## config.mk

```make
export PLATFORM = sky130hd
export DESIGN_NAME = char_lcd_frame_buffer_i2c
export DESIGN_NICKNAME = d
export VERILOG_FILES = /design/src/hdl/clcd_pkg.sv /design/src/hdl/clcd_store.sv /design/src/hdl/char_lcd_frame_buffer_i2c.sv
export SDC_FILE = /design/constraint.sdc
export NUM_CORES = 1
export LEC_CHECK = 0
export BUFFER_PORTS_ARGS = -buffer_cell sky130_fd_sc_hd__buf_2
export CAP_MARGIN = 20
export CORE_UTILIZATION = 55
export CTS_CLUSTER_SIZE = 14
export DETAILED_ROUTE_END_ITERATION = 8
export GPL_TIMING_DRIVEN = 0
export PLACE_DENSITY = 0.8
export SLEW_MARGIN = 20
export SYNTH_ARGS = -nofsm -noshare
export SYNTH_HDL_FRONTEND = slang
export SYNTH_SLANG_ARGS = --single-unit
```

## constraint.sdc

```tcl
create_clock -name aclk -period 5.2 [get_ports aclk]
set_input_delay 0.52 -clock aclk [delete_from_list [all_inputs] [get_ports aclk]]
set_output_delay 0.52 -clock aclk [all_outputs]
set_load 0.02 [all_outputs]
```

## src/hdl/clcd_pkg.sv

```systemverilog
package clcd_pkg;

    localparam int DEF_ROWS    = 2;
    localparam int DEF_COLS    = 16;
    localparam int MAX_RESULTS = 50;

    localparam logic [7:0] BLANK_RESET = 8'hA0;
    localparam logic [7:0] DEV_RESET   = 8'h74;

    localparam logic [7:0] CODE_DOLLAR = 8'h82;
    localparam logic [7:0] CODE_AT     = 8'hC0;
    localparam logic [7:0] CODE_PUNCT  = 8'hA1;
    localparam logic [7:0] CODE_LOWER  = 8'hE1;

    localparam logic [7:0] CTRL_CMD    = 8'h00;
    localparam logic [7:0] CTRL_DATA   = 8'h40;
    localparam logic [7:0] DDRAM_BASE  = 8'h80;
    localparam logic [7:0] SETUP_FUNC  = 8'h3E;
    localparam logic [7:0] SETUP_DISP  = 8'h0C;
    localparam logic [7:0] SETUP_ENTRY = 8'h06;
    localparam logic [7:0] SETUP_LAST  = 8'hA0;

    typedef enum logic [2:0] {
        ACT_INIT  = 3'd0,
        ACT_CLEAR = 3'd1,
        ACT_GOTO  = 3'd2,
        ACT_PRINT = 3'd3,
        ACT_RAW   = 3'd4
    } action_t;

    typedef enum logic {
        REG_BLANK  = 1'b0,
        REG_DEVICE = 1'b1
    } cfg_reg_t;

    function automatic logic [7:0] map_char(input logic [7:0] ch, input logic [7:0] blank);
        logic [7:0] code;
        code = blank;
        if (ch == 8'h24) begin
            code = CODE_DOLLAR;
        end else if (ch == 8'h40) begin
            code = CODE_AT;
        end else if (ch >= 8'h21 && ch <= 8'h5A) begin
            code = ch - 8'h21 + CODE_PUNCT;
        end else if (ch >= 8'h61 && ch <= 8'h7A) begin
            code = ch - 8'h61 + CODE_LOWER;
        end
        return code;
    endfunction

endpackage

```

## src/hdl/clcd_store.sv

```systemverilog
module clcd_store #(
    parameter int DEPTH  = clcd_pkg::DEF_ROWS * clcd_pkg::DEF_COLS,
    parameter int ADDR_W = (DEPTH > 1) ? $clog2(DEPTH) : 1
) (
    input  logic              aclk,
    input  logic              aresetn,
    input  logic              clr,
    input  logic [7:0]        clr_value,
    input  logic              wr_en,
    input  logic [ADDR_W-1:0] wr_addr,
    input  logic [7:0]        wr_data,
    input  logic              rd_en,
    input  logic [ADDR_W-1:0] rd_addr,
    output logic [7:0]        rd_data
);

    logic [7:0]       mem [DEPTH];
    logic [DEPTH-1:0] valid_reg;
    logic [7:0]       fill_reg;
    logic [7:0]       fill_rd_reg;
    logic [7:0]       rd_data_reg;
    logic             rd_valid_reg;

    always_ff @(posedge aclk) begin
        if (wr_en) begin
            mem[wr_addr] <= wr_data;
        end
        if (rd_en) begin
            rd_data_reg <= mem[rd_addr];
        end
    end

    always_ff @(posedge aclk) begin
        if (!aresetn) begin
            valid_reg    <= '0;
            fill_reg     <= clcd_pkg::BLANK_RESET;
            fill_rd_reg  <= clcd_pkg::BLANK_RESET;
            rd_valid_reg <= 1'b0;
        end else begin
            if (clr) begin
                valid_reg <= '0;
                fill_reg  <= clr_value;
            end else if (wr_en) begin
                valid_reg[wr_addr] <= 1'b1;
            end
            if (rd_en) begin
                rd_valid_reg <= valid_reg[rd_addr];
                fill_rd_reg  <= fill_reg;
            end
        end
    end

    assign rd_data = rd_valid_reg ? rd_data_reg : fill_rd_reg;

endmodule

```

## src/hdl/char_lcd_frame_buffer_i2c.sv

```systemverilog
// Character LCD frame buffer that turns screen actions into I2C bus bytes. Each input
// transfer carries one action (init, clear, goto, print char, raw char); each output
// transfer carries one bus byte with its start and stop flags, and tlast marks the final
// byte caused by that input. Clear, goto and a print char without tlast produce nothing.
// Init, a print char with tlast and an in-range raw char produce a stream of bytes, one
// per cycle while m_tready stays high: init gives 6 + ROWS*(COLS+5) bytes, a refresh
// ROWS*(COLS+5), a raw char ROWS*(COLS+5) + 6, and no action gives more than fifty.
// The byte sequencer is the limit: it walks the screen store through its single read
// port one cell per cycle while m_tready stays high and accepts the next input only
// after the last byte of the current one has been issued. Configuration
// writes are taken in any cycle and should only be made while no output is pending.
module char_lcd_frame_buffer_i2c #(
    parameter int ROWS = clcd_pkg::DEF_ROWS,
    parameter int COLS = clcd_pkg::DEF_COLS
) (
    input  logic        aclk,
    input  logic        aresetn,
    input  logic        s_tvalid,
    output logic        s_tready,
    input  logic [15:0] s_tdata,   // row, col, char_code, zero padding
    input  logic [2:0]  s_tuser,   // action
    input  logic        s_tlast,
    output logic        m_tvalid,
    input  logic        m_tready,
    output logic [7:0]  m_tdata,   // bus_byte
    output logic [1:0]  m_tuser,   // start_before, stop_after
    output logic        m_tlast,
    input  logic        cfg_valid,
    output logic        cfg_ready,
    input  logic        cfg_index,
    input  logic [7:0]  cfg_data
);

    localparam int DEPTH  = ROWS * COLS;
    localparam int ADDR_W = (DEPTH > 1) ? $clog2(DEPTH) : 1;
    localparam int ROW_W  = (ROWS > 1) ? $clog2(ROWS) : 1;
    localparam int COL_W  = (COLS > 1) ? $clog2(COLS) : 1;
    localparam int STEP_W = $clog2(COLS + 5);
    localparam int CNT_W  = $clog2(clcd_pkg::MAX_RESULTS + 1);

    localparam logic [2:0]        ROW_LIM   = 3'(ROWS);
    localparam logic [5:0]        COL_LIM   = 6'(COLS);
    localparam logic [STEP_W-1:0] STEP_HDR  = STEP_W'(5);
    localparam logic [STEP_W-1:0] STEP_END  = STEP_W'(COLS + 4);
    localparam logic [CNT_W-1:0]  CNT_FINAL = CNT_W'(clcd_pkg::MAX_RESULTS - 1);

    typedef enum logic [1:0] {
        ST_IDLE,
        ST_INIT,
        ST_REFRESH,
        ST_CELL
    } state_t;

    state_t             state_reg;
    logic [ROW_W-1:0]   cursor_row_reg;
    logic [COL_W-1:0]   cursor_col_reg;
    logic [7:0]         blank_reg;
    logic [7:0]         device_reg;
    logic [STEP_W-1:0]  step_reg;
    logic [ROW_W-1:0]   seq_row_reg;
    logic [ROW_W-1:0]   tgt_row_reg;
    logic [COL_W-1:0]   tgt_col_reg;
    logic               do_cell_reg;
    logic [CNT_W-1:0]   res_cnt_reg;
    logic               m_valid_reg;
    logic [7:0]         out_byte_reg;
    logic               out_cell_reg;
    logic               out_start_reg;
    logic               out_stop_reg;
    logic               out_last_reg;

    logic [1:0]          in_row;
    logic [4:0]          in_col;
    logic [7:0]          in_char;
    clcd_pkg::action_t   in_action;
    logic                in_accept;
    logic                in_range;

    logic [ADDR_W-1:0]  cursor_addr;
    logic [ADDR_W-1:0]  target_addr;
    logic [ADDR_W-1:0]  row_base;
    logic [7:0]         row_code;
    logic               gen_go;
    logic [7:0]         gen_byte;
    logic               gen_start;
    logic               gen_stop;
    logic               gen_cell;
    logic               gen_end;
    logic               gen_last;
    logic [ADDR_W-1:0]  gen_addr;

    logic               st_clr;
    logic               st_wr_en;
    logic [ADDR_W-1:0]  st_wr_addr;
    logic [7:0]         st_wr_data;
    logic [7:0]         st_rd_data;

    assign in_row    = s_tdata[1:0];
    assign in_col    = s_tdata[6:2];
    assign in_char   = s_tdata[14:7];
    assign in_action = clcd_pkg::action_t'(s_tuser);

    assign s_tready  = (state_reg == ST_IDLE);
    assign in_accept = s_tvalid && s_tready;
    assign in_range  = ({1'b0, in_row} < ROW_LIM) && ({1'b0, in_col} < COL_LIM);
    assign cfg_ready = 1'b1;

    assign cursor_addr = ADDR_W'(int'(cursor_row_reg) * COLS + int'(cursor_col_reg));
    assign target_addr = ADDR_W'(int'(in_row) * COLS + int'(in_col));
    assign row_base    = ADDR_W'(int'(seq_row_reg) * COLS);
    assign row_code    = clcd_pkg::DDRAM_BASE | ((8'(seq_row_reg) + 8'd1) << 5);

    always_comb begin
        gen_byte  = '0;
        gen_start = 1'b0;
        gen_stop  = 1'b0;
        gen_cell  = 1'b0;
        gen_end   = 1'b0;
        gen_addr  = '0;
        unique case (state_reg) inside
            ST_INIT: begin
                case (step_reg)
                    STEP_W'(0): begin
                        gen_byte  = device_reg;
                        gen_start = 1'b1;
                    end
                    STEP_W'(1): gen_byte = clcd_pkg::CTRL_CMD;
                    STEP_W'(2): gen_byte = clcd_pkg::SETUP_FUNC;
                    STEP_W'(3): gen_byte = clcd_pkg::SETUP_DISP;
                    STEP_W'(4): gen_byte = clcd_pkg::SETUP_ENTRY;
                    default: begin
                        gen_byte = clcd_pkg::SETUP_LAST;
                        gen_stop = 1'b1;
                    end
                endcase
            end
            ST_REFRESH, ST_CELL: begin
                case (step_reg) inside
                    STEP_W'(0), STEP_W'(3): begin
                        gen_byte  = device_reg;
                        gen_start = 1'b1;
                    end
                    STEP_W'(1): gen_byte = clcd_pkg::CTRL_CMD;
                    STEP_W'(2): begin
                        gen_byte = (state_reg == ST_CELL) ? row_code + 8'(tgt_col_reg)
                                                          : row_code;
                        gen_stop = 1'b1;
                    end
                    STEP_W'(4): gen_byte = clcd_pkg::CTRL_DATA;
                    default: begin
                        gen_cell = 1'b1;
                        if (state_reg == ST_CELL) begin
                            gen_addr = row_base + ADDR_W'(tgt_col_reg);
                            gen_stop = 1'b1;
                            gen_end  = 1'b1;
                        end else begin
                            gen_addr = row_base + ADDR_W'(step_reg - STEP_HDR);
                            gen_stop = (step_reg == STEP_END);
                            gen_end  = gen_stop && !do_cell_reg
                                       && (seq_row_reg == ROW_W'(ROWS - 1));
                        end
                    end
                endcase
            end
            default: begin
                gen_byte = '0;
            end
        endcase
    end

    assign gen_go   = (state_reg != ST_IDLE) && (!m_valid_reg || m_tready);
    assign gen_last = gen_end || (res_cnt_reg == CNT_FINAL)
                      || ((state_reg == ST_INIT) && (ROWS * (COLS + 5) == 0));

    always_ff @(posedge aclk) begin
        if (!aresetn) begin
            state_reg      <= ST_IDLE;
            cursor_row_reg <= '0;
            cursor_col_reg <= '0;
            blank_reg      <= clcd_pkg::BLANK_RESET;
            device_reg     <= clcd_pkg::DEV_RESET;
            step_reg       <= '0;
            seq_row_reg    <= '0;
            tgt_row_reg    <= '0;
            tgt_col_reg    <= '0;
            do_cell_reg    <= 1'b0;
            res_cnt_reg    <= '0;
            m_valid_reg    <= 1'b0;
            out_byte_reg   <= '0;
            out_cell_reg   <= 1'b0;
            out_start_reg  <= 1'b0;
            out_stop_reg   <= 1'b0;
            out_last_reg   <= 1'b0;
        end else begin
            if (cfg_valid) begin
                unique case (clcd_pkg::cfg_reg_t'(cfg_index))
                    clcd_pkg::REG_BLANK:  blank_reg  <= cfg_data;
                    clcd_pkg::REG_DEVICE: device_reg <= cfg_data;
                    default:              blank_reg  <= blank_reg;
                endcase
            end

            if (gen_go) begin
                m_valid_reg   <= 1'b1;
                out_byte_reg  <= gen_byte;
                out_cell_reg  <= gen_cell;
                out_start_reg <= gen_start;
                out_stop_reg  <= gen_stop;
                out_last_reg  <= gen_last;
                res_cnt_reg   <= res_cnt_reg + CNT_W'(1);
                if (gen_last) begin
                    state_reg <= ST_IDLE;
                end else if (state_reg == ST_INIT && step_reg == STEP_HDR) begin
                    state_reg   <= ST_REFRESH;
                    step_reg    <= '0;
                    seq_row_reg <= '0;
                end else if (state_reg == ST_REFRESH && step_reg == STEP_END) begin
                    step_reg <= '0;
                    if (seq_row_reg == ROW_W'(ROWS - 1)) begin
                        state_reg   <= ST_CELL;
                        seq_row_reg <= tgt_row_reg;
                    end else begin
                        seq_row_reg <= seq_row_reg + ROW_W'(1);
                    end
                end else begin
                    step_reg <= step_reg + STEP_W'(1);
                end
            end else if (m_tready) begin
                m_valid_reg <= 1'b0;
            end

            if (in_accept) begin
                res_cnt_reg <= '0;
                step_reg    <= '0;
                seq_row_reg <= '0;
                do_cell_reg <= 1'b0;
                unique case (in_action)
                    clcd_pkg::ACT_INIT: begin
                        state_reg      <= ST_INIT;
                        cursor_row_reg <= '0;
                        cursor_col_reg <= '0;
                    end
                    clcd_pkg::ACT_CLEAR: begin
                        cursor_row_reg <= '0;
                        cursor_col_reg <= '0;
                    end
                    clcd_pkg::ACT_GOTO: begin
                        if (in_range) begin
                            cursor_row_reg <= ROW_W'(in_row);
                            cursor_col_reg <= COL_W'(in_col);
                        end
                    end
                    clcd_pkg::ACT_PRINT: begin
                        if (cursor_col_reg == COL_W'(COLS - 1)) begin
                            cursor_col_reg <= '0;
                            cursor_row_reg <= (cursor_row_reg == ROW_W'(ROWS - 1)) ? '0
                                              : cursor_row_reg + ROW_W'(1);
                        end else begin
                            cursor_col_reg <= cursor_col_reg + COL_W'(1);
                        end
                        if (s_tlast) begin
                            state_reg <= ST_REFRESH;
                        end
                    end
                    clcd_pkg::ACT_RAW: begin
                        if (in_range) begin
                            state_reg   <= ST_REFRESH;
                            do_cell_reg <= 1'b1;
                            tgt_row_reg <= ROW_W'(in_row);
                            tgt_col_reg <= COL_W'(in_col);
                        end
                    end
                    default: begin
                        state_reg <= ST_IDLE;
                    end
                endcase
            end
        end
    end

    always_comb begin
        st_clr     = in_accept && (in_action == clcd_pkg::ACT_INIT
                                   || in_action == clcd_pkg::ACT_CLEAR);
        st_wr_en   = in_accept && (in_action == clcd_pkg::ACT_PRINT
                                   || (in_action == clcd_pkg::ACT_RAW && in_range));
        st_wr_addr = (in_action == clcd_pkg::ACT_PRINT) ? cursor_addr : target_addr;
        st_wr_data = (in_action == clcd_pkg::ACT_PRINT)
                     ? clcd_pkg::map_char(in_char, blank_reg) : in_char;
    end

    clcd_store #(
        .DEPTH  (DEPTH),
        .ADDR_W (ADDR_W)
    ) u_store (
        .aclk      (aclk),
        .aresetn   (aresetn),
        .clr       (st_clr),
        .clr_value (blank_reg),
        .wr_en     (st_wr_en),
        .wr_addr   (st_wr_addr),
        .wr_data   (st_wr_data),
        .rd_en     (gen_go && gen_cell),
        .rd_addr   (gen_addr),
        .rd_data   (st_rd_data)
    );

    assign m_tvalid = m_valid_reg;
    assign m_tdata  = out_cell_reg ? st_rd_data : out_byte_reg;
    assign m_tuser  = {out_stop_reg, out_start_reg};
    assign m_tlast  = out_last_reg;

    a_count_bound: assert property (@(posedge aclk) disable iff (!aresetn)
        res_cnt_reg <= CNT_W'(clcd_pkg::MAX_RESULTS))
        else $error("result count passed its limit");

    a_last_ends_run: assert property (@(posedge aclk) disable iff (!aresetn)
        (gen_go && gen_last) |=> (state_reg == ST_IDLE))
        else $error("sequencer kept running after the final byte");

    a_no_write_during_read: assert property (@(posedge aclk) disable iff (!aresetn)
        !(st_wr_en && gen_go && gen_cell))
        else $error("store write overlapped a refresh read");

    a_cursor_range: assert property (@(posedge aclk) disable iff (!aresetn)
        (int'(cursor_row_reg) < ROWS) && (int'(cursor_col_reg) < COLS))
        else $error("cursor left the screen");

endmodule
```

==> results of run 1 <==
[where the power goes]
part / internal, mW / switching (mW)
sequential: 3.16 / 0.0146
combinational: 0.0737 / 0.176
clock: 1.45 / 1.12
[metal layers]
metal  GRT usage, %  share of wire [%]  vias to the layer above
li1               -                  -                     5114
met1           39.0                 39                     5570
met2           47.8                 47                      704
met3           5.23                9.4                      158
met4           13.8                4.6                        4
met5              0              0.064                        -
[synth_stat cells (10+ instances only)]
library cell | instances | share of area, %
edfxtp_1 | 264 | 51
nand2_1 | 184 | 4.5
dfxtp_1 | 103 | 13
nor2_1 | 90 | 2.2
a21oi_1 | 73 | 2.4
clkbuf_1 | 54 | 1.3
mux2i_1 | 51 | 3.3
o21ai_0 | 48 | 1.5
nor3_1 | 41 | 1.3
o21a_1 | 34 | 1.6
a31oi_1 | 32 | 1.3
a211oi_1 | 30 | 1.5
o221ai_1 | 29 | 1.6
o22ai_1 | 27 | 1.1
buf_2 | 23 | 0.74
nand3_1 | 23 | 0.74
inv_1 | 14 | 0.34
mux2_2 | 13 | 0.94
nor4b_1 | 10 | 0.56
o31ai_1 | 10 | 0.48
[how the worst min path moves through the flow]
stage | from | end | slack [ns] | cells past startpoint
finish | cfg_data[6] | device_reg[6] | 0.23 | 3
global route | cfg_data[5] | blank_reg[5] | 0.25 | 3
CTS | cfg_data[5] | device_reg[5] | 0.23 | 3
detailed placement | u_store.fill_reg[4] | u_store.fill_rd_reg[4] | 0.44 | 2
global placement | u_store.valid_reg[6] | u_store.valid_reg[6] | 0.44 | 1
floorplan | tgt_row_reg | tgt_row_reg | 0.43 | 2
[layout make-up]
type	count	area share (%)
Inverter	15	0.321
Buffer	86	2.24
Sequential cell	367	56.9
Clock buffer	50	5.85
Timing Repair Buffer	47	1.85
Tap cell	378	2.69
Clock inverter	19	0.855
Multi-Input combinational cell	835	29.2
Antenna cell	2	0.0285
[kinds of logic (layout without fill, tap and decap cells)]
| logic type | count (synthesis) | in the layout | share of synthesized area, % |
|---|---|---|---|
| simple gates | 406 | 406 | 12.0 |
| xor+xnor | 9 | 9 | 0.508 |
| compound gates | 346 | 346 | 15.1 |
| buf+inv | 101 | 217 | 2.90 |
| fa+ha+maj | 9 | 9 | 0.775 |
| other cells | 1 | 3 | 0.0242 |
| mux | 64 | 64 | 4.24 |
| flops | 367 | 367 | 64.4 |
[critical path: stages (launching register included)]
cell and delay, ns:
dfxtp_1 0.36, clkbuf_1 0.33, inv_1 0.19, ha_1 0.33
o21ba_2 0.24, o21a_1 0.26, nor3_2 0.66, clkbuf_1 0.48
a31oi_1 0.26, o32ai_1 0.64, o22ai_1 0.34
[stage by stage]
step | power [mW] | instance area [µm²] | setup slack, ns
finish | 6.00 | 17600 | 0.771
global route | 6.15 | 17500 | 0.635
CTS | 6.00 | 17500 | 0.974
detailed placement | 3.48 | 16400 | 0.989
global placement | 3.46 | 16200 | -0.543
floorplan | 3.37 | 15500 | 1.65
==> results.tsv, run 1 <==
stage	metric	value	unit
placement	dpl.hpwl	28900	µm
drt	postRouteAntennaNets	0	
floorplan	start_util	55.8	%
cts	cts.sinks	367	
critical_path	cp.required	5.39	ns
critical_path	worstRegToRegCells	10	
drt	post-route-drc-count	0	
critical_path	timing.critical_path.to	u_store.rd_data_reg[0]	
synthesis	syn_avg_cell_area	11.9	µm²
drt	post_drt_wl_per_cell	23.4	µm
sta	max-slew-margin-rel	24.5	%
cts	postCtsHoldBufs	0	
synthesis	synth_warnings	0	
sta	hold_viol_final	0	
synthesis	synth_seq_area_share	64.4	%
global_routing	grt_max_degree	33	
sta	max_freq	226	MHz
synthesis	ys_ff_latch	367	
finish	fill_cells	2152	
synthesis	synth_cells	1303	
sta	rsz0062_at_grt	false	
finish	areaGrowthSynthToFinish	13.2	%
sta	whs	0.232	ns
floorplan	io_pins	48	
floorplan	dieArea	28900	µm²
drt	dr.pass1.iters	7	
cts	cts-root-buf	clkbuf_16	
status	status	finished, final reports clean	
drt	vias	11550	
drt	drt_iter0_drc	1439	
drt	routed_wl	42100	µm
placement	dp_cells	1728	
finish	instances_no_fill	1799	
placement	port_buffers	43	
cts	cts_tree	yes	
critical_path	r2r-end	u_store.rd_data_reg[0]	
critical_path	start_kind	register	
critical_path	end_kind	register	
finish	regArea	9990	µm²
cts	cts_made_buffers	38	
global_routing	grt_pass1_wl	64100	µm
cts	clk_path_buf_depth	3	
finish	mostFrequentLayoutCells	264 x edfxtp_1, 184 x nand2_1, 103 x dfxtp_1	
sta	fin_crit	4.43	ns
sta	fin_tns_setup	0	ns
floorplan	core.rowCount	61	
cts	clkTransAtPathRegs	0.06	ns
run	max_cap_violations	0	
critical_path	crit_fanout	10	
power	leakage	5.68	nW
cts	ctsResizeCount	0	
global_routing	grt_overflow	0	
critical_path	arrival	4.62	ns
critical_path	r2r_setup_slack	0.77	ns
synthesis	ys.flop_type	edfxtp_1	
finish	layout_commonest_cell	edfxtp_1	
placement	gp_congestion	0.951	
critical_path	cp-startpoint	step_reg[0]	
floorplan	core_area	27800	µm²
critical_path	regToRegStartpoint	step_reg[0]	
global_routing	grt_usage	29.6	%
finish	multi_input_area	5130	µm²
sta	fin_crit_sh	85.2	%
cts	clock_latency	0.53	ns
synthesis	syn-num-nets	1346	
synthesis	netlist_area	15500	µm²
sta	fin_worst_skew	0.0272	ns
finish	fin_nets	1433	
synthesis	yosysUniqueCellTypes	78	
synthesis	synth-edff-count	264	
sta	setup_viol	0	
synthesis	async_flop_share	0	%
floorplan	die_h	170	µm
sta	worst_slew_pin_slew	1.13	ns
critical_path	critPathKind	reg2reg	
power	power_density	342	nW/µm²
global_routing	antenna_found_initial	3	
finish	largest_register_ffs	256	
floorplan	die_width	170	µm
hold_path	worst_hold_path_type	in2reg	
finish	drive_above_1_share	11.9	%
drt	drt-vias-per-instance	6.42	
power	peakVddDrop	0.000287	V
cts	postCtsSetupRepairBufs	0	
sta	maxSlewViolCount	0	
finish	fin_util	63.2	%
cts	cts_max_level	2	
global_routing	grt_pass1_vias	11097	
No activity file was read; power rests on OpenSTA's default activity.
==> inputs of run 2 (changes only) <==
--- a/config.mk
+++ b/config.mk
@@ -11,7 +11,8 @@
 export CTS_CLUSTER_SIZE = 14
 export DETAILED_ROUTE_END_ITERATION = 8
 export GPL_TIMING_DRIVEN = 0
-export PLACE_DENSITY = 0.8
+export MAX_ROUTING_LAYER = met4
+export PLACE_DENSITY = 0.72
 export SLEW_MARGIN = 20
 export SYNTH_ARGS = -nofsm -noshare
 export SYNTH_HDL_FRONTEND = slang
==> run 2 against run 1 <==
  * Design area grew 1.1%
  * Critical path type unchanged
  * Sequential share of layout area shrank 0.61 points
  * Die area is the same
  * Via count shrank 2.1%
  * Clock power grew 12%
  * Routed wire length grew 0.92%
  * Setup slack lost 0.17 ns
  * Core utilization grew 0.68 points
  * Combinational power grew 2%
  * Critical endpoint is now u_store.rd_data_reg[2]
  * Non-clock buffer count grew 2
==> results.tsv, run 2 (synthesized netlist as in run 1, its figures left out) <==
stage	metric	value	unit
status	status	finished, final reports clean	
sta	hold_viol_final	0	
global_routing	grt_usage	30.8	%
drt	top_layer	met4	
global_routing	grt_pass1_vias	10849	
floorplan	core.rowCount	61	
finish	design_area	17700	µm²
drt	post-route-drc-count	0	
sta	max_freq	218	MHz
placement	port_buffers	43	
cts	cts-root-buf	clkbuf_16	
critical_path	cp.required	5.45	ns
sta	fin_crit	4.60	ns
global_routing	grt_overflow	0	
drt	postRouteAntennaNets	0	
sta	whs	0.230	ns
critical_path	end_kind	register	
critical_path	crit_fanout	10	
floorplan	io_pins	48	
cts	cts_made_buffers	39	
floorplan	die_width	170	µm
critical_path	start_kind	register	
run	max_cap_violations	0	
cts	postCtsHoldBufs	0	
floorplan	die_h	170	µm
finish	fill_cells	2161	
sta	fin_worst_skew	0.0169	ns
global_routing	antenna_found_initial	4	
sta	rsz0062_at_grt	false	
placement	gp_congestion	0.975	
finish	instances_no_fill	1802	
cts	ctsResizeCount	0	
drt	routed_wl	42500	µm
cts	cts.sinks	367	
placement	pre_cts_slack	0.798	ns
drt	post_drt_wl_per_cell	23.6	µm
floorplan	core_area	27800	µm²
cts	cts_max_level	2	
drt	dr.pass1.iters	6	
finish	layout_commonest_cell	edfxtp_1	
critical_path	arrival	4.85	ns
power	peakVddDrop	0.000401	V
floorplan	dieArea	28900	µm²
cts	postCtsSetupRepairBufs	0	
cts	clkTransAtPathRegs	0.06	ns
sta	fin_crit_sh	88.4	%
drt	wl_met3	3570	µm
drt	drt-vias-per-instance	6.28	
drt	drt_iter0_drc	1212	
global_routing	grt_max_degree	33	
drt	dr_wl_met2	19800	µm
finish	largest_register_ffs	256	
floorplan	start_util	55.8	%
cts	clock_latency	0.53	ns
finish	mostFrequentLayoutCells	264 x edfxtp_1, 184 x nand2_1, 103 x dfxtp_1	
sta	setup_viol	0	
cts	clk_path_buf_depth	3	
power	leakage	5.76	nW
critical_path	critPathKind	reg2reg	
placement	dpl_cell_area	16400	µm²
cts	cts_tree	yes	
finish	fin_util	63.9	%
sta	layout_setup_ws	0.602	ns
finish	areaGrowthSynthToFinish	14.4	%
placement	dpl.hpwl	29000	µm
finish	drive_above_1_share	12.5	%
global_routing	grt_pass1_wl	63800	µm
drt	wirelength_met1	17300	µm
drt	vias	11312	
sta	max-slew-margin-rel	26.8	%
hold_path	worst_hold_path_type	in2reg	
sta	worst_slew_pin_slew	1.09	ns
sta	maxSlewViolCount	0	
placement	dp_cells	1729	
finish	fin_nets	1436	
power	power_density	355	nW/µm²
==> run 2: cell types whose count changed in the layout (fill, tap and decap cells not counted), moves of 2 or more <==
cell       before  now
bufinv_16       1    7
clkbuf_1       64   59
clkinv_1        6    4
clkinv_2        8    4
clkinv_4        0    2
diode_2         2    4
==> run 2: area by class of cell <==
cell class | instances | area [µm²] | share of cell area (%)
Tap cell | 378 | 473 | 2.67
Sequential cell | 367 | 9990 | 56.3
Buffer | 86 | 393 | 2.21
Inverter | 15 | 56.3 | 0.317
Clock buffer | 44 | 995 | 5.61
Clock inverter | 24 | 332 | 1.87
Timing Repair Buffer | 49 | 360 | 2.03
Multi-Input combinational cell | 835 | 5130 | 28.9
Antenna cell | 4 | 10.0 | 0.0564
==> run 2: worst max-delay path, stage by stage, from the launching register on <==
cell	delay, ns
dfxtp_1	0.36
clkbuf_1	0.33
inv_1	0.20
ha_1	0.34
o21ba_2	0.24
o21a_1	0.26
nor3_2	0.68
buf_2	0.49
nor3_1	0.11
a311oi_1	0.53
o32ai_1	0.26
o22ai_1	0.51
==> run 2: path summary, 6_finish.rpt <==
kind | start | endpoint | slack [ns] | cells past startpoint
worst max-delay path | step_reg[0] | u_store.rd_data_reg[2] | 0.60 | 11
worst min-delay path | cfg_data[5] | device_reg[5] | 0.23 | 3
worst max register to register | step_reg[0] | u_store.rd_data_reg[2] | 0.60 | 11
worst min register to register | u_store.valid_reg[19] | u_store.valid_reg[19] | 0.46 | 1
==> run 2: where the power goes <==
part           leakage, nW  total, mW  switching (mW)  internal [mW]
clock                0.634       2.87            1.13           1.74
sequential            3.21       3.17          0.0146           3.16
combinational         1.92      0.254           0.178         0.0764
total                 5.76       6.30            1.33           4.97
==> run 2: through the flow <==
stage                     total power, mW  TNS, ns
after floorplan                      3.37        0
after global placement               3.46   -26.81
after detailed placement             3.49        0
after CTS                            6.31        0
after global routing                 6.44        0
final                                6.30        0
==> run 2: routing by layer <==
| layer | vias to the layer above | global-route usage [%] |
|---|---|---|
| met5 | - | - |
| met2 | 552 | 47.7 |
| met1 | 5503 | 39.5 |
| met3 | 131 | 5.65 |
| li1 | 5126 | - |
| met4 | 0 | 14.6 |
